**config.mk**
```make
export PLATFORM = sky130hd
export DESIGN_NAME = rc_pulse_capture_esc_mixer
export DESIGN_NICKNAME = d
export VERILOG_FILES = /design/src/hdl/rcpc_pkg.sv /design/src/hdl/rcpc_capture.sv /design/src/hdl/rcpc_shaper.sv /design/src/hdl/rcpc_mixer.sv /design/src/hdl/rcpc_duty.sv /design/src/hdl/rc_pulse_capture_esc_mixer.sv
export VERILOG_INCLUDE_DIRS = /design/src /design/src/hdl
export SDC_FILE = /design/constraint.sdc
export NUM_CORES = 1
export LEC_CHECK = 0
export ABC_AREA = 1
export BUFFER_PORTS_ARGS = -buffer_cell sky130_fd_sc_hd__buf_2
export CELL_PAD_IN_SITES_DETAIL_PLACEMENT = 0
export CELL_PAD_IN_SITES_GLOBAL_PLACEMENT = 1
export CORE_MARGIN = 4
export CORE_UTILIZATION = 40
export CTS_BUF_LIST = sky130_fd_sc_hd__clkbuf_8
export DETAILED_ROUTE_END_ITERATION = 6
export PLACE_DENSITY = 0.65
export RECOVER_POWER = 50
export SLEW_MARGIN = 20
export SYNTH_ARGS = -nofsm -noshare
export SYNTH_HDL_FRONTEND = slang
export SYNTH_SLANG_ARGS = --single-unit
```
**constraint.sdc**
```tcl
create_clock -name aclk -period 6.9 [get_ports aclk]
set_input_delay 1.38 -clock aclk [delete_from_list [all_inputs] [get_ports aclk]]
set_output_delay 1.38 -clock aclk [all_outputs]
set_load 0.05 [all_outputs]
```
**src/hdl/rc_pulse_capture_esc_mixer_macros.svh**
```systemverilog
// ----------------------------------------------------------------------------
// RC pulse capture / ESC mixer assertion macros
// Shared concurrent assertion forms used by the RTL of this block.
// ----------------------------------------------------------------------------
`ifndef RC_PULSE_CAPTURE_ESC_MIXER_MACROS_SVH
`define RC_PULSE_CAPTURE_ESC_MIXER_MACROS_SVH

// Same-cycle implication, disabled while reset is held.
`define RCPC_ASSERT_IMP(label, clk, rstn, ante, cons) \
    label: assert property (@(posedge clk) disable iff (!(rstn)) (ante) |-> (cons)) \
        else $error("rcpc assertion failed");

// Next-cycle implication, disabled while reset is held.
`define RCPC_ASSERT_NEXT(label, clk, rstn, ante, cons) \
    label: assert property (@(posedge clk) disable iff (!(rstn)) (ante) |=> (cons)) \
        else $error("rcpc assertion failed");

`endif

```
**src/hdl/rcpc_pkg.sv**
```systemverilog
// ----------------------------------------------------------------------------
// rcpc_pkg
// Types, constants and helpers shared by the pulse capture / mixer RTL.
// ----------------------------------------------------------------------------
`default_nettype none

package rcpc_pkg;

    localparam int COUNT_WIDTH_DEF     = 12;
    localparam int DUTY_FULL_SCALE_DEF = 8191;
    localparam int PERIOD_US_DEF       = 20000;

    localparam int US_W       = 12;
    localparam int DUTY_W     = 10;
    localparam int DB_W       = 9;
    localparam int CFG_DATA_W = 12;
    localparam int CFG_IDX_W  = 3;

    // register indexes
    localparam logic [CFG_IDX_W-1:0] CFG_SWAP      = 3'd0;
    localparam logic [CFG_IDX_W-1:0] CFG_DEADBAND  = 3'd1;
    localparam logic [CFG_IDX_W-1:0] CFG_VALID_MIN = 3'd2;
    localparam logic [CFG_IDX_W-1:0] CFG_VALID_MAX = 3'd3;
    localparam logic [CFG_IDX_W-1:0] CFG_PWM_MIN   = 3'd4;
    localparam logic [CFG_IDX_W-1:0] CFG_PWM_MAX   = 3'd5;
    localparam logic [CFG_IDX_W-1:0] CFG_PWM_CTR   = 3'd6;

    localparam logic            SWAP_RST      = 1'b0;
    localparam logic [DB_W-1:0] DEADBAND_RST  = 9'd30;
    localparam logic [US_W-1:0] VALID_MIN_RST = 12'd800;
    localparam logic [US_W-1:0] VALID_MAX_RST = 12'd2200;
    localparam logic [US_W-1:0] PWM_MIN_RST   = 12'd1000;
    localparam logic [US_W-1:0] PWM_MAX_RST   = 12'd2000;
    localparam logic [US_W-1:0] PWM_CTR_RST   = 12'd1500;
    localparam logic [US_W-1:0] HELD_RST      = 12'd1500;

    localparam logic [DUTY_W-1:0] DUTY_MAX = 10'd1023;

    typedef struct packed {
        logic                   line_a_level;
        logic                   line_b_level;
        logic signed [US_W-1:0] steer_correction;
    } rcpc_in_t;

    typedef struct packed {
        logic [US_W-1:0]   left_width_us;
        logic [US_W-1:0]   right_width_us;
        logic [US_W-1:0]   steer_width_us;
        logic [DUTY_W-1:0] left_duty;
        logic [DUTY_W-1:0] right_duty;
        logic [DUTY_W-1:0] steer_duty;
    } rcpc_out_t;

    typedef struct packed {
        logic            swap_channels;
        logic [DB_W-1:0] deadband_us;
        logic [US_W-1:0] valid_min_us;
        logic [US_W-1:0] valid_max_us;
        logic [US_W-1:0] pwm_min_us;
        logic [US_W-1:0] pwm_max_us;
        logic [US_W-1:0] pwm_center_us;
    } rcpc_cfg_t;

    // throttle / steer after deadband, with the correction riding along
    typedef struct packed {
        logic [US_W-1:0]        thr;
        logic [US_W-1:0]        str;
        logic signed [US_W-1:0] corr;
    } rcpc_shaped_t;

    typedef struct packed {
        logic [US_W-1:0] left;
        logic [US_W-1:0] right;
        logic [US_W-1:0] steer;
    } rcpc_widths_t;

    // Below lo gives lo first; with an inverted range, values below lo give lo and all others give hi.
    function automatic logic [US_W-1:0] clamp_pwm(
        input logic signed [US_W+1:0] v,
        input logic [US_W-1:0]        lo,
        input logic [US_W-1:0]        hi
    );
        logic signed [US_W+1:0] lo_s;
        logic signed [US_W+1:0] hi_s;
        lo_s = $signed({2'b00, lo});
        hi_s = $signed({2'b00, hi});
        if (v < lo_s) begin
            return lo;
        end else if (v > hi_s) begin
            return hi;
        end else begin
            return v[US_W-1:0];
        end
    endfunction

endpackage

`default_nettype wire

```
**src/hdl/rcpc_capture.sv**
```systemverilog
// ----------------------------------------------------------------------------
// rcpc_capture
// High-time counter and held width for one receiver line.
// ----------------------------------------------------------------------------
`default_nettype none
`include "rc_pulse_capture_esc_mixer_macros.svh"

module rcpc_capture #(
    parameter int COUNT_WIDTH = rcpc_pkg::COUNT_WIDTH_DEF
) (
    input  wire logic                       aclk,
    input  wire logic                       aresetn,
    input  wire logic                       ld,
    input  wire logic                       level,
    input  wire logic [rcpc_pkg::US_W-1:0]  valid_min_us,
    input  wire logic [rcpc_pkg::US_W-1:0]  valid_max_us,
    output logic      [rcpc_pkg::US_W-1:0]  held
);
    import rcpc_pkg::*;

    logic                   prev_reg;
    logic                   prev_next;
    logic [COUNT_WIDTH-1:0] count_reg;
    logic [COUNT_WIDTH-1:0] count_next;
    logic [COUNT_WIDTH-1:0] count_inc;
    logic [US_W-1:0]        held_reg;
    logic [US_W-1:0]        held_next;
    logic                   rise;
    logic                   fall;
    logic                   in_window;

    assign rise = level & ~prev_reg;
    assign fall = ~level & prev_reg;

    // saturates at all ones
    assign count_inc  = (count_reg == '1) ? count_reg : count_reg + COUNT_WIDTH'(1);
    assign count_next = rise ? '0 : count_inc;
    assign in_window  = (count_next >= COUNT_WIDTH'(valid_min_us)) &&
                        (count_next <= COUNT_WIDTH'(valid_max_us));
    assign held_next  = (fall && in_window) ? count_next[US_W-1:0] : held_reg;
    assign prev_next  = level;

    always_ff @(posedge aclk) begin
        if (!aresetn) begin
            prev_reg  <= 1'b0;
            count_reg <= '1;
            held_reg  <= HELD_RST;
        end else if (ld) begin
            prev_reg  <= prev_next;
            count_reg <= count_next;
            held_reg  <= held_next;
        end
    end

    assign held = held_reg;

    `RCPC_ASSERT_NEXT(a_rise_clears, aclk, aresetn, ld && rise, count_reg == '0)
    `RCPC_ASSERT_NEXT(a_sat_holds, aclk, aresetn, ld && !rise && count_reg == '1, count_reg == '1)
    `RCPC_ASSERT_NEXT(a_held_idle, aclk, aresetn, !ld, $stable(held_reg))

endmodule

`default_nettype wire

```
**src/hdl/rcpc_shaper.sv**
```systemverilog
// ----------------------------------------------------------------------------
// rcpc_shaper
// Channel select, deadband around center and clamp for throttle and steer.
// ----------------------------------------------------------------------------
`default_nettype none

module rcpc_shaper (
    input  wire logic                          aclk,
    input  wire logic                          aresetn,
    input  wire rcpc_pkg::rcpc_cfg_t           cfg,
    input  wire logic                          in_valid,
    output logic                               in_ready,
    input  wire logic [rcpc_pkg::US_W-1:0]     held_a,
    input  wire logic [rcpc_pkg::US_W-1:0]     held_b,
    input  wire logic signed [rcpc_pkg::US_W-1:0] corr,
    output logic                               out_valid,
    input  wire logic                          out_ready,
    output rcpc_pkg::rcpc_shaped_t             out_data
);
    import rcpc_pkg::*;

    logic         valid_reg;
    logic         valid_next;
    rcpc_shaped_t data_reg;
    rcpc_shaped_t data_next;

    function automatic logic [US_W-1:0] deadband(
        input logic [US_W-1:0] w,
        input rcpc_cfg_t       c
    );
        logic signed [US_W:0] diff;
        logic [US_W:0]        mag;
        diff = $signed({1'b0, w}) - $signed({1'b0, c.pwm_center_us});
        mag  = diff[US_W] ? (US_W+1)'(-diff) : diff;
        if (mag < (US_W+1)'(c.deadband_us)) begin
            return c.pwm_center_us;
        end else begin
            return clamp_pwm($signed({2'b00, w}), c.pwm_min_us, c.pwm_max_us);
        end
    endfunction

    always_comb begin
        data_next.thr  = deadband(cfg.swap_channels ? held_b : held_a, cfg);
        data_next.str  = deadband(cfg.swap_channels ? held_a : held_b, cfg);
        data_next.corr = corr;
    end

    assign in_ready   = !valid_reg || out_ready;
    assign valid_next = in_ready ? in_valid : valid_reg;

    always_ff @(posedge aclk) begin
        if (!aresetn) begin
            valid_reg <= 1'b0;
        end else begin
            valid_reg <= valid_next;
        end
    end

    always_ff @(posedge aclk) begin
        if (in_valid && in_ready) begin
            data_reg <= data_next;
        end
    end

    assign out_valid = valid_reg;
    assign out_data  = data_reg;

endmodule

`default_nettype wire

```
**src/hdl/rcpc_mixer.sv**
```systemverilog
// ----------------------------------------------------------------------------
// rcpc_mixer
// Differential mix of throttle and yaw correction into left / right widths.
// ----------------------------------------------------------------------------
`default_nettype none

module rcpc_mixer (
    input  wire logic                    aclk,
    input  wire logic                    aresetn,
    input  wire rcpc_pkg::rcpc_cfg_t     cfg,
    input  wire logic                    in_valid,
    output logic                         in_ready,
    input  wire rcpc_pkg::rcpc_shaped_t  in_data,
    output logic                         out_valid,
    input  wire logic                    out_ready,
    output rcpc_pkg::rcpc_widths_t       out_data
);
    import rcpc_pkg::*;

    logic                   valid_reg;
    logic                   valid_next;
    rcpc_widths_t           data_reg;
    rcpc_widths_t           data_next;
    logic signed [US_W+1:0] thr_s;
    logic signed [US_W+1:0] corr_s;

    // no correction while throttle sits at neutral
    assign thr_s  = $signed({2'b00, in_data.thr});
    assign corr_s = (in_data.thr == cfg.pwm_center_us) ? '0 :
                    $signed({{2{in_data.corr[US_W-1]}}, in_data.corr});

    always_comb begin
        data_next.left  = clamp_pwm(thr_s - corr_s, cfg.pwm_min_us, cfg.pwm_max_us);
        data_next.right = clamp_pwm(thr_s + corr_s, cfg.pwm_min_us, cfg.pwm_max_us);
        data_next.steer = in_data.str;
    end

    assign in_ready   = !valid_reg || out_ready;
    assign valid_next = in_ready ? in_valid : valid_reg;

    always_ff @(posedge aclk) begin
        if (!aresetn) begin
            valid_reg <= 1'b0;
        end else begin
            valid_reg <= valid_next;
        end
    end

    always_ff @(posedge aclk) begin
        if (in_valid && in_ready) begin
            data_reg <= data_next;
        end
    end

    assign out_valid = valid_reg;
    assign out_data  = data_reg;

endmodule

`default_nettype wire

```
**src/hdl/rcpc_duty.sv**
```systemverilog
// ----------------------------------------------------------------------------
// rcpc_duty
// Width to duty scaling (reciprocal multiply) and result register.
// ----------------------------------------------------------------------------
`default_nettype none

module rcpc_duty #(
    parameter int DUTY_FULL_SCALE = rcpc_pkg::DUTY_FULL_SCALE_DEF,
    parameter int PERIOD_US       = rcpc_pkg::PERIOD_US_DEF
) (
    input  wire logic                    aclk,
    input  wire logic                    aresetn,
    input  wire logic                    in_valid,
    output logic                         in_ready,
    input  wire rcpc_pkg::rcpc_widths_t  in_data,
    output logic                         out_valid,
    input  wire logic                    out_ready,
    output rcpc_pkg::rcpc_out_t          out_data
);
    import rcpc_pkg::*;

    // floor(us * FS / P) == (us * ceil(FS * 2^S / P)) >> S for us < 2^US_W
    localparam int DUTY_SHIFT = US_W + $clog2(PERIOD_US + 1);
    localparam longint unsigned DUTY_MULT =
        ((64'(DUTY_FULL_SCALE) << DUTY_SHIFT) + 64'(PERIOD_US) - 64'd1) / 64'(PERIOD_US);
    localparam int MULT_W = $clog2(DUTY_MULT + 1);
    localparam int PROD_W = US_W + MULT_W;

    logic      valid_reg;
    logic      valid_next;
    rcpc_out_t data_reg;
    rcpc_out_t data_next;

    function automatic logic [DUTY_W-1:0] to_duty(input logic [US_W-1:0] us);
        logic [PROD_W-1:0] prod;
        logic [PROD_W-1:0] quo;
        prod = PROD_W'(us) * PROD_W'(DUTY_MULT);
        quo  = prod >> DUTY_SHIFT;
        if (quo > PROD_W'(DUTY_MAX)) begin
            return DUTY_MAX;
        end else begin
            return quo[DUTY_W-1:0];
        end
    endfunction

    always_comb begin
        data_next.left_width_us  = in_data.left;
        data_next.right_width_us = in_data.right;
        data_next.steer_width_us = in_data.steer;
        data_next.left_duty      = to_duty(in_data.left);
        data_next.right_duty     = to_duty(in_data.right);
        data_next.steer_duty     = to_duty(in_data.steer);
    end

    assign in_ready   = !valid_reg || out_ready;
    assign valid_next = in_ready ? in_valid : valid_reg;

    always_ff @(posedge aclk) begin
        if (!aresetn) begin
            valid_reg <= 1'b0;
        end else begin
            valid_reg <= valid_next;
        end
    end

    always_ff @(posedge aclk) begin
        if (in_valid && in_ready) begin
            data_reg <= data_next;
        end
    end

    assign out_valid = valid_reg;
    assign out_data  = data_reg;

endmodule

`default_nettype wire

```
**src/hdl/rc_pulse_capture_esc_mixer.sv**
```systemverilog
// ----------------------------------------------------------------------------
// rc_pulse_capture_esc_mixer
// RC receiver pulse capture with deadband, clamp and differential ESC mix.
// ----------------------------------------------------------------------------
//   port group   dir  handshake            beat contents
//   s_*          in   s_valid / s_ready    line levels + steer correction
//   m_*          out  m_valid / m_ready    3 widths (us) + 3 duty values
//   cfg_wr_*     in   cfg_wr_en            register index + data, no wait
//
// One beat per cycle sustained while m_ready holds high; m_valid follows the s_ accept
// edge through the registers capture, deadband/clamp, mix/clamp, duty multiply + result.
// Each stage holds while its successor is full, so a stalled m_ side
// still lets s_ beats fill empty stages.
// Reset restores register defaults, saturates both counters, centers held widths.
// ----------------------------------------------------------------------------
`default_nettype none
`include "rc_pulse_capture_esc_mixer_macros.svh"

module rc_pulse_capture_esc_mixer #(
    parameter int COUNT_WIDTH     = rcpc_pkg::COUNT_WIDTH_DEF,
    parameter int DUTY_FULL_SCALE = rcpc_pkg::DUTY_FULL_SCALE_DEF,
    parameter int PERIOD_US       = rcpc_pkg::PERIOD_US_DEF
) (
    input  wire logic                            aclk,
    input  wire logic                            aresetn,
    input  wire logic                            s_valid,
    output logic                                 s_ready,
    input  wire rcpc_pkg::rcpc_in_t              s_data,
    output logic                                 m_valid,
    input  wire logic                            m_ready,
    output rcpc_pkg::rcpc_out_t                  m_data,
    input  wire logic                            cfg_wr_en,
    input  wire logic [rcpc_pkg::CFG_IDX_W-1:0]  cfg_wr_index,
    input  wire logic [rcpc_pkg::CFG_DATA_W-1:0] cfg_wr_data
);
    import rcpc_pkg::*;

    rcpc_cfg_t              cfg_reg;
    rcpc_cfg_t              cfg_next;
    logic                   v1_reg;
    logic                   v1_next;
    logic signed [US_W-1:0] corr_reg;
    logic                   ld;
    logic [US_W-1:0]        held_a;
    logic [US_W-1:0]        held_b;
    logic                   shp_ready;
    logic                   shp_valid;
    rcpc_shaped_t           shp_data;
    logic                   mix_ready;
    logic                   mix_valid;
    rcpc_widths_t           mix_data;
    logic                   duty_ready;

    // configuration
    always_comb begin
        cfg_next = cfg_reg;
        if (cfg_wr_en) begin
            unique case (cfg_wr_index)
                CFG_SWAP:      cfg_next.swap_channels = cfg_wr_data[0];
                CFG_DEADBAND:  cfg_next.deadband_us   = cfg_wr_data[DB_W-1:0];
                CFG_VALID_MIN: cfg_next.valid_min_us  = cfg_wr_data[US_W-1:0];
                CFG_VALID_MAX: cfg_next.valid_max_us  = cfg_wr_data[US_W-1:0];
                CFG_PWM_MIN:   cfg_next.pwm_min_us    = cfg_wr_data[US_W-1:0];
                CFG_PWM_MAX:   cfg_next.pwm_max_us    = cfg_wr_data[US_W-1:0];
                CFG_PWM_CTR:   cfg_next.pwm_center_us = cfg_wr_data[US_W-1:0];
                default:       cfg_next = cfg_reg;
            endcase
        end
    end

    always_ff @(posedge aclk) begin
        if (!aresetn) begin
            cfg_reg.swap_channels <= SWAP_RST;
            cfg_reg.deadband_us   <= DEADBAND_RST;
            cfg_reg.valid_min_us  <= VALID_MIN_RST;
            cfg_reg.valid_max_us  <= VALID_MAX_RST;
            cfg_reg.pwm_min_us    <= PWM_MIN_RST;
            cfg_reg.pwm_max_us    <= PWM_MAX_RST;
            cfg_reg.pwm_center_us <= PWM_CTR_RST;
        end else begin
            cfg_reg <= cfg_next;
        end
    end

    // stage 1: capture state doubles as the input register
    assign s_ready = !v1_reg || shp_ready;
    assign ld      = s_valid && s_ready;
    assign v1_next = s_ready ? s_valid : v1_reg;

    always_ff @(posedge aclk) begin
        if (!aresetn) begin
            v1_reg <= 1'b0;
        end else begin
            v1_reg <= v1_next;
        end
    end

    always_ff @(posedge aclk) begin
        if (ld) begin
            corr_reg <= s_data.steer_correction;
        end
    end

    rcpc_capture #(
        .COUNT_WIDTH (COUNT_WIDTH)
    ) u_cap_a (
        .aclk         (aclk),
        .aresetn      (aresetn),
        .ld           (ld),
        .level        (s_data.line_a_level),
        .valid_min_us (cfg_reg.valid_min_us),
        .valid_max_us (cfg_reg.valid_max_us),
        .held         (held_a)
    );

    rcpc_capture #(
        .COUNT_WIDTH (COUNT_WIDTH)
    ) u_cap_b (
        .aclk         (aclk),
        .aresetn      (aresetn),
        .ld           (ld),
        .level        (s_data.line_b_level),
        .valid_min_us (cfg_reg.valid_min_us),
        .valid_max_us (cfg_reg.valid_max_us),
        .held         (held_b)
    );

    rcpc_shaper u_shaper (
        .aclk      (aclk),
        .aresetn   (aresetn),
        .cfg       (cfg_reg),
        .in_valid  (v1_reg),
        .in_ready  (shp_ready),
        .held_a    (held_a),
        .held_b    (held_b),
        .corr      (corr_reg),
        .out_valid (shp_valid),
        .out_ready (mix_ready),
        .out_data  (shp_data)
    );

    rcpc_mixer u_mixer (
        .aclk      (aclk),
        .aresetn   (aresetn),
        .cfg       (cfg_reg),
        .in_valid  (shp_valid),
        .in_ready  (mix_ready),
        .in_data   (shp_data),
        .out_valid (mix_valid),
        .out_ready (duty_ready),
        .out_data  (mix_data)
    );

    rcpc_duty #(
        .DUTY_FULL_SCALE (DUTY_FULL_SCALE),
        .PERIOD_US       (PERIOD_US)
    ) u_duty (
        .aclk      (aclk),
        .aresetn   (aresetn),
        .in_valid  (mix_valid),
        .in_ready  (duty_ready),
        .in_data   (mix_data),
        .out_valid (m_valid),
        .out_ready (m_ready),
        .out_data  (m_data)
    );

    `RCPC_ASSERT_IMP(a_empty_takes_beat, aclk, aresetn, !v1_reg, s_ready)
    `RCPC_ASSERT_NEXT(a_accept_fills, aclk, aresetn, s_valid && s_ready, v1_reg)
    `RCPC_ASSERT_IMP(a_duty_lanes_match, aclk, aresetn,
        m_valid && (m_data.left_width_us == m_data.right_width_us),
        m_data.left_duty == m_data.right_duty)

endmodule

`default_nettype wire
```
# [Yosys cells after proc, flatten, opt, wreduce, memory -nomap -nowiden]
# Cells that the tools add are included.
[word_totals] reg_bits=274 input_bits=34 out_inout_bits=68
[op_classes] addsub=8 n_mul=3 order_cmp=17 n_eq_ne=9 muxes=19 bitwise=8 reduce_logical=26
[op_table] cell="$mux W12" n=16
[op_table] cell="$mul A12 B26 Y38 const B" n=3
[op_table] cell="$gt A11 B10 Y1 const B" n=3
[op_table] cell="$gt A14 B13 Y1" n=2
[op_table] cell="$lt A14 B13 Y1" n=2
[op_table] cell="$lt A13 B9 Y1" n=2
[op_table] cell="$mux W13" n=2
[op_table] cell="$neg A13 Y13" n=2
[op_table] cell="$sub A12 B12 Y13" n=2
[op_table] cell="$add A12 B1 Y12 const B" n=2
[op_table] cell="$eq A12 B12 Y1 const B" n=2
[op_table] cell="$ge A12 B12 Y1" n=2
[op_table] cell="$gt A12 B12 Y1" n=2
[op_table] cell="$le A12 B12 Y1" n=2
[op_table] cell="$lt A12 B12 Y1" n=2
[op_table] cell="$reduce_and A2 Y1" n=9
[op_table] cell="$add A13 B14 Y14" n=1
[op_table] cell="$mux W14" n=1
[op_table] cell="$sub A13 B14 Y14" n=1
[op_table] cell="$eq A12 B12 Y1" n=1
[op_table] cell="$eq A3 B3 Y1 const B" n=3
[op_table] cell="$logic_and A1 B1 Y1" n=8
[op_table] cell="$eq A3 B2 Y1 const B" n=2
[op_table] cell="$and A1 B1 Y1" n=4
[op_table] cell="5 further kinds" n=14

# [Logic depth before layout (Yosys ltp)]
# Gate-level depths: netlist (run 1).
[logic_depth] ltp_word=7 ltp_mapped=34

# [Hierarchy]
# Synthesis (run 1) repeated with hierarchy kept, for this count alone.
[unflattened] hier_cells=4734 area_unflattened_um2=35161.2
[modules_own_cells] mod="rcpc_duty" instances=1 cells_each=2107 area_each_um2=17301.6
[modules_own_cells] mod="rcpc_shaper" instances=1 cells_each=932 area_each_um2=5950.7
[modules_own_cells] mod="rcpc_mixer" instances=1 cells_each=674 area_each_um2=4710.8
[modules_own_cells] mod="rcpc_capture" instances=2 cells_each=312 area_each_um2=2029.4
[modules_own_cells] mod="rc_pulse_capture_esc_mixer" instances=1 cells_each=397 area_each_um2=3139.3

# [Worst setup path after synthesis (run 1)]
# Ideal clock, no wire load.
[synth_path] kind="reg2reg" startpoint="register u_mixer.data_reg, in the netlist u_mixer.out_data[34]" endpoint="register u_duty.data_reg, in the netlist u_duty.out_data[23] (data pin)" setup_ns=0.257 t_arrival_ns=4.742 slack_ns=1.901 stages_incl_launch_ff=20 path_buffers=0 period_less_slack_ns=4.999 path_cell_list="edfxtp_1 inv_1 ha_1 xnor2_1 ha_1 or2_2 fa_1 inv_1 fa_1 fa_1 inv_1 ha_1 nand2_1 nor2_1 inv_1 nor3_1 or3b_2 o21ai_0 xnor2_1 nand2_1"
[synth_between] elab_chain_len=2
[synth_rtl] item="from (decl)" line_no="rcpc_mixer.sv:22" text="rcpc_widths_t data_reg;"
[synth_rtl] item="from (signal assigned)" line_no="rcpc_mixer.sv:51" text="data_reg <= data_next;"
[synth_rtl] item="$mul A12 B26 Y38 *" line_no="rcpc_duty.sv:37" text="prod = PROD_W'(us) * PROD_W'(DUTY_MULT);"
[synth_rtl] item="$gt A11 B10 Y1" line_no="rcpc_duty.sv:39" text="if (quo > PROD_W'(DUTY_MAX)) begin"
[synth_rtl] item="to (signal assigned)" line_no="rcpc_duty.sv:68" text="data_reg <= data_next;"
[synth_rtl] item="to (decl)" line_no="rcpc_duty.sv:31" text="rcpc_out_t data_reg;"
# Mark *: on every way between the ends. The rest lies on a longest branch, timed or not.
# A chain may end at the register's enable or synchronous reset.

# [Worst setup path after layout (run 1)]
[layout_path] startpoint="register u_mixer.data_reg, in the netlist u_mixer.out_data[34]" endpoint="register u_duty.data_reg, in the netlist u_duty.out_data[26] (data pin)"
# Same word-level chain as after synthesis.

==> results of run 1 <==
kinds of logic (layout without fill, tap and decap cells):
kind of cell               Yosys count  count (layout)  share of synthesized area
adders and majority gates          805             805                      0.361
xor gates and xnor gates           107             107                     0.0305
and+or+nand+nor                   1247            1247                      0.163
AOI/OAI and AO/OA                  690             690                      0.121
buffers and inverters              902            1056                      0.107
other                                0               5                          0
DFF                                274             274                      0.217
placed cells by master, fill, tap and decap left out, types with 4 or more instances in the layout:
| cell | count |
|---|---|
| clkinv_2 | 6 |
| o21a_1 | 10 |
| nand3_2 | 4 |
| xor2_1 | 63 |
| nor2_1 | 214 |
| o21ai_0 | 237 |
| nand2_2 | 11 |
| diode_2 | 5 |
| xnor2_1 | 38 |
| nor3_1 | 37 |
| o211ai_1 | 47 |
| o21ai_1 | 10 |
| nor2_4 | 4 |
| dfxtp_1 | 124 |
| nor2_2 | 6 |
| buf_4 | 11 |
| or2_2 | 11 |
| clkbuf_1 | 12 |
| edfxtp_1 | 150 |
| nor4_1 | 4 |
| clkinv_1 | 10 |
| a31oi_1 | 11 |
| a21o_1 | 22 |
| o31ai_1 | 7 |
| nand4_1 | 56 |
| nand2_1 | 723 |
| xor2_2 | 4 |
| fa_1 | 205 |
| a21boi_0 | 9 |
| a211oi_1 | 11 |
| a21oi_1 | 287 |
| inv_2 | 19 |
| inv_1 | 831 |
| clkbuf_8 | 65 |
| nand3_1 | 167 |
| buf_2 | 95 |
| o21bai_1 | 17 |
| ha_1 | 600 |
area by class of cell:
cell class	instances	area [um2]
antenna	5	12.5
clock buffer	65	895
clock inverter	35	267
fill	8271	44400
inverter	838	3150
multi-input combinational	2849	21700
sequential	274	6990
tap	1050	1310
timing repair buffer	118	603
where the power goes:
group	leakage (nW)	total, mW	switching [mW]	internal [mW]
clock network	0.662	1.81	0.835	0.980
registers	2.39	2.06	0.121	1.94
logic	15.0	6.59	4.22	2.37
total	18.1	10.5	5.17	5.29
metal layers:
| metal | up-vias | part of all wire |
|---|---|---|
| met2 | 510 | 0.46 |
| met3 | 156 | 0.044 |
| met1 | 12200 | 0.47 |
| met5 | - | 0.000070 |
| met4 | 2 | 0.029 |
| li1 | 13400 | - |
metrics by stage:
stage	cells	utilization	power [mW]
after detailed placement	5129	0.426	8.64
after global placement	5129	0.426	8.69
final	5234	0.440	10.5
after CTS	5229	0.441	10.5
after floorplan	4025	-	6.94
after global routing	5231	0.440	11.6
final timing paths:
| path | startpoint | depth (start not counted) | endpoint | slack (ns) |
|---|---|---|---|---|
| worst max-delay path | u_mixer.out_data[34] | 20 | u_duty.out_data[26] | 1.19 |
| worst min-delay path | corr_reg[1] | 0 | u_shaper.out_data[1] | 0.42 |
| worst max register to register | u_mixer.out_data[34] | 20 | u_duty.out_data[26] | 1.19 |
| worst min register to register | corr_reg[1] | 0 | u_shaper.out_data[1] | 0.42 |
==> flow_metrics.tcl, run 1 <==
set metrics [dict create \
    run_status "complete, but fails checks" \
    failed_checks "capacitance limit, slew limit" \
    cts_tree "done" \
    wl_um 100000 \
    grtUsageMet2 0.393 \
    drive_above_1_share 0.0617 \
    clock_latency_ns 0.70 \
    critPathRequiredTime_ns 7.42 \
    holdBufCountCts 0 \
    path_class "reg -> reg" \
    grt_busiest_layer "met2" \
    maxSlewViolCount 234 \
    synth_commonest_cells "814 x inv_1, 723 x nand2_1, 600 x ha_1, 287 x a21oi_1, 237 x o21ai_0" \
    wl_per_cell_um 19.2 \
    yosys.area.top_type_share 0.233 \
    p_per_area_mw_per_mm2 299 \
    grt_pass1_wl_um 155000 \
    largest_reg_flops 70 \
    yosysMostFrequentCell "inv_1" \
    hpwl_um 81600 \
    cp_top_family "adder cells" \
    cts_max_path_buffers 3 \
    min-delay-path-class "reg -> reg" \
    netlist_instances 4025 \
    first_pass_iters 6 \
    yosys.area.top_type "ha_1" \
    slowest_delay_ns 0.68 \
    grt_util_met3 0.0344 \
    io_buffers 101 \
    fin_area_mm2 0.0350 \
    synth_area_per_cell_um2 7.99 \
    rows 103 \
    grt_overflow 0 \
    period_share 0.828 \
    cp_max_fo 10 \
    pre_cts_ws_ns 1.21 \
    yosysSeqAreaShare 0.217 \
    holdWs_ns 0.419 \
    cts_setup_buffers 0 \
    cp-end-kind "flop" \
    first_global_vias 26300 \
    maxCapViolCount 5 \
    initial_core_util 0.405 \
    ir_drop_v 0.000286 \
    postRouteAntennaNets 0 \
    cpMaxStageDelayCell "edfxtp_1" \
    clk_pin_slew_ns 0.06 \
    synth_edf_count 150 \
    fin_skew_ns 0.0339 \
    grt_max_degree 91 \
    synth_ff_type "edfxtp_1" \
    die_y_um 292 \
    p_leak_nw 18.1 \
    num_vias 26300 \
    setup_slack_ns 1.19 \
    antenna_found_initial 2 \
    cp.arrival_ns 6.23 \
    clock-sinks 274 \
    worstMarginPinSlew_ns 4.26 \
    use_met1 0.315 \
    path_buf_inv 4 \
    vias_per_cell 5.02 \
    ys_top_cells_by_area "ha_1 23%, edfxtp_1 14%, fa_1 13%, inv_1 9.5%, nand2_1 8.4%" \
    period_needed_ns 5.71 \
    syn_nets 4864 \
    area.growth.synth_to_final_pct 8.74 \
    ys_ff_latch 274 \
    async_reset_ff_frac 0 \
    grtUsageTotal 0.234 \
    die_w_um 292 \
    finalWeightedCongestion 0.902 \
    hold_viol_final 0 \
    start_kind "flop" \
    setup_viol 0 \
    rsz0062_at_grt "false" \
    path_cells "inv_1, ha_1, xnor2_1, ha_1, or2_2, fa_1, inv_1, fa_1, fa_1, inv_1, ha_1, a21oi_1, o21a_1, o21a_1, o21ai_0, a21oi_1, nand3_1, xor2_1, clkinv_1, nand2_1" \
    synth.distinct_cells 59 \
    cts_root_buffer "clkbuf_8" \
    max_freq_mhz 175 \
    cts_buffers 55 \
    slew_headroom -1.84 \
    fin_setup_tns_ns 0 \
    drtIter0Drc 1612 \
    nets 4975 \
    ctsResizeCount 0 \
    htreeDepth 2 \
    io_pins 102 \
    core-area_mm2 0.0794 \
    netlist_area_mm2 0.0322 \
    die_area_mm2 0.0850 \
    placed_area_mm2 0.0338 \
    drc 0 \
    ys_warn_count 0 \
]
No activity file was read; power rests on OpenSTA's default activity.
==> inputs of run 2 (changes only) <==
- clock period: 6.9 -> 5.4 ns (I/O delays scaled with it)
==> run 2 against run 1 <==
  * The run still ends with capacitance limit, slew limit left
  * Cell count is 1.2% higher
  * Largest cell class unchanged
  * Sequential power is 26% higher
  * Count of clock-buffer cells in the layout is 8 lower
  * Register-to-register slack worse by 0.92 ns
  * Largest power group unchanged
  * Total power is 27% higher
  * Via count is 0.79% higher
  * Highest routed layer is now met4
  * Critical path depth is 1 lower
==> flow_metrics.tcl, run 2 (same netlist as run 1, synthesis figures left out) <==
set metrics [dict create \
    sw_frac_of_total 0.499 \
    path_cells "ha_1, xnor2_1, ha_1, or2_2, fa_1, inv_1, fa_1, fa_1, inv_1, ha_1, nand2_1, nor2_1, inv_1, nor3_2, or3b_2, nor2_1, o21ai_0, nand3_1, nand3_1" \
    power_mw 13.3 \
    rsz0062_at_grt "true" \
    wl_per_cell_um 19.1 \
    antenna_found_initial 2 \
    min_to "u_shaper.out_data[8]" \
    die_y_um 292 \
    core-area_mm2 0.0794 \
    die_w_um 292 \
    cts_tree "done" \
    period_needed_ns 5.13 \
    maxCapViolCount 6 \
    cp-end-kind "flop" \
    final_common_cell "inv_1" \
    p_per_area_mw_per_mm2 377 \
    cts_max_path_buffers 3 \
    cp.arrival_ns 5.55 \
    p_leak_nw 18.3 \
    cp_max_fo 6 \
    min-delay-path-class "reg -> reg" \
    power_switching_mw 6.65 \
    slowest_delay_ns 0.54 \
    reg2regPathDepth 19 \
    initial_core_util 0.405 \
    fin_util 0.445 \
    grtUsageTotal 0.236 \
    run_status "complete, but fails checks" \
    final_cell_mix "828 x inv_1, 722 x nand2_1, 600 x ha_1, 285 x a21oi_1, 236 x o21ai_0" \
    hpwl_um 83300 \
    p_comb_frac 0.642 \
    fill_cells 8303 \
    failed_checks "capacitance limit, slew limit" \
    cts_buffers 54 \
    r2r_start "u_mixer.out_data[35]" \
    fin_setup_tns_ns 0 \
    num_vias 26500 \
    setup_viol 0 \
    htreeDepth 2 \
    max_freq_mhz 195 \
    ir_drop_v 0.000203 \
    cpMaxStageDelayCell "fa_1" \
    finalWeightedCongestion 0.894 \
    multi_input_area_mm2 0.0218 \
    holdBufCountCts 0 \
    postRouteAntennaNets 0 \
    drc 0 \
    hold_viol_final 0 \
    hold-path-cell-count 0 \
    vias_per_cell 4.99 \
    grt_pass1_wl_um 157000 \
    start_kind "flop" \
    drive_above_1_share 0.0739 \
    layout.area.seq_mm2 0.00699 \
    clock-sinks 274 \
    grt_max_degree 60 \
    seq_power_share 0.195 \
    worstMarginPinSlew_ns 2.82 \
    clock_latency_ns 0.69 \
    grt_overflow 0 \
    first_global_vias 26200 \
    maxSlewViolCount 225 \
    critPathRequiredTime_ns 5.82 \
    wl_um 101000 \
    drtIter0Drc 1663 \
    die_area_mm2 0.0850 \
    p_int_mw 6.68 \
    nets 5040 \
    path_class "reg -> reg" \
    final_cells 5299 \
    fin_skew_ns 0.0350 \
    io_buffers 101 \
    min_from "corr_reg[8]" \
    slew_headroom -0.877 \
    dpl.cell_count 5194 \
    io_pins 102 \
    clk_pin_slew_ns 0.06 \
    rr_endpoint "u_duty.out_data[27]" \
    p_clk_frac 0.163 \
    largest_reg_flops 70 \
    crit_start "u_mixer.out_data[35]" \
    cts_root_buffer "clkbuf_8" \
    area.growth.synth_to_final_pct 9.89 \
    rrSetupSlack_ns 0.27 \
    rows 103 \
    first_pass_iters 5 \
    period_share 0.950 \
]
-- run 2: how the worst max path moves through the flow --
| stage | endpoint | slack [ns] | cells after the start |
|---|---|---|---|
| finish | u_duty.out_data[27] | 0.27 | 19 |
| global route | u_duty.out_data[26] | -0.03 | 18 |
| CTS | u_shaper.out_data[15] | 0.1 | 28 |
| detailed placement | u_shaper.out_data[21] | 0.18 | 28 |
| global placement | u_shaper.out_data[17] | 0.14 | 28 |
| floorplan | u_duty.out_data[23] | 0.40 | 19 |
-- run 2: cell type report --
type / instances / area share
multi-input cells: 2849 / 0.616
inverters: 838 / 0.0890
well taps: 1050 / 0.0372
clock buffers: 57 / 0.0222
clock inverters: 45 / 0.00818
repair buffers: 184 / 0.0295
diodes: 2 / 0.000142
flip-flops and latches: 274 / 0.198
-- run 2: timing repair --
item | 4_1_cts | 5_1_grt
setup endpoints to repair | 0 | 28
resized for setup | 0 | 9
setup buffers | 0 | 1
-- run 2: power by group through the flow --
stage | Clock, mW | Combinational, mW | Sequential, mW
3_5_place_dp | 0 | 8.49 | 2.65
3_3_place_gp | 0 | 8.57 | 2.65
5_1_grt | 2.34 | 9.89 | 2.62
4_1_cts | 2.25 | 8.58 | 2.60
2_1_floorplan | 0 | 6.16 | 2.70
6_report | 2.17 | 8.56 | 2.60
-- run 2: critical path, delay by kind of cell (launching register included) --
| kind | cells | cell delay [ns] |
|---|---|---|
| buf+inv | 3 | 0.18 |
| xor+xnor | 1 | 0.17 |
| flops | 1 | 0.50 |
| compound gates | 1 | 0.11 |
| fa+ha+maj | 6 | 2.47 |
| simple gates | 8 | 1.42 |
-- run 2: per-layer routing --
layer / GRT usage / routed length (um) / up-vias
met2: 0.400 / 47700 / 542
met4: 0.0523 / 2150 / 0
met1: 0.327 / 47300 / 12300
met3: 0.0232 / 4300 / 103
li1: - / - / 13500
met5: 0 / 0 / -
-- run 2: metrics by stage --
step                      area (um2)  hold slack [ns]  worst slack (ns)
after floorplan                32200            0.400             0.401
after global placement         34300            0.403             0.139
after detailed placement       34300            0.406             0.184
final                          35300            0.410             0.269
after CTS                      35400            0.422            0.0995
after global routing           35300            0.427           -0.0279
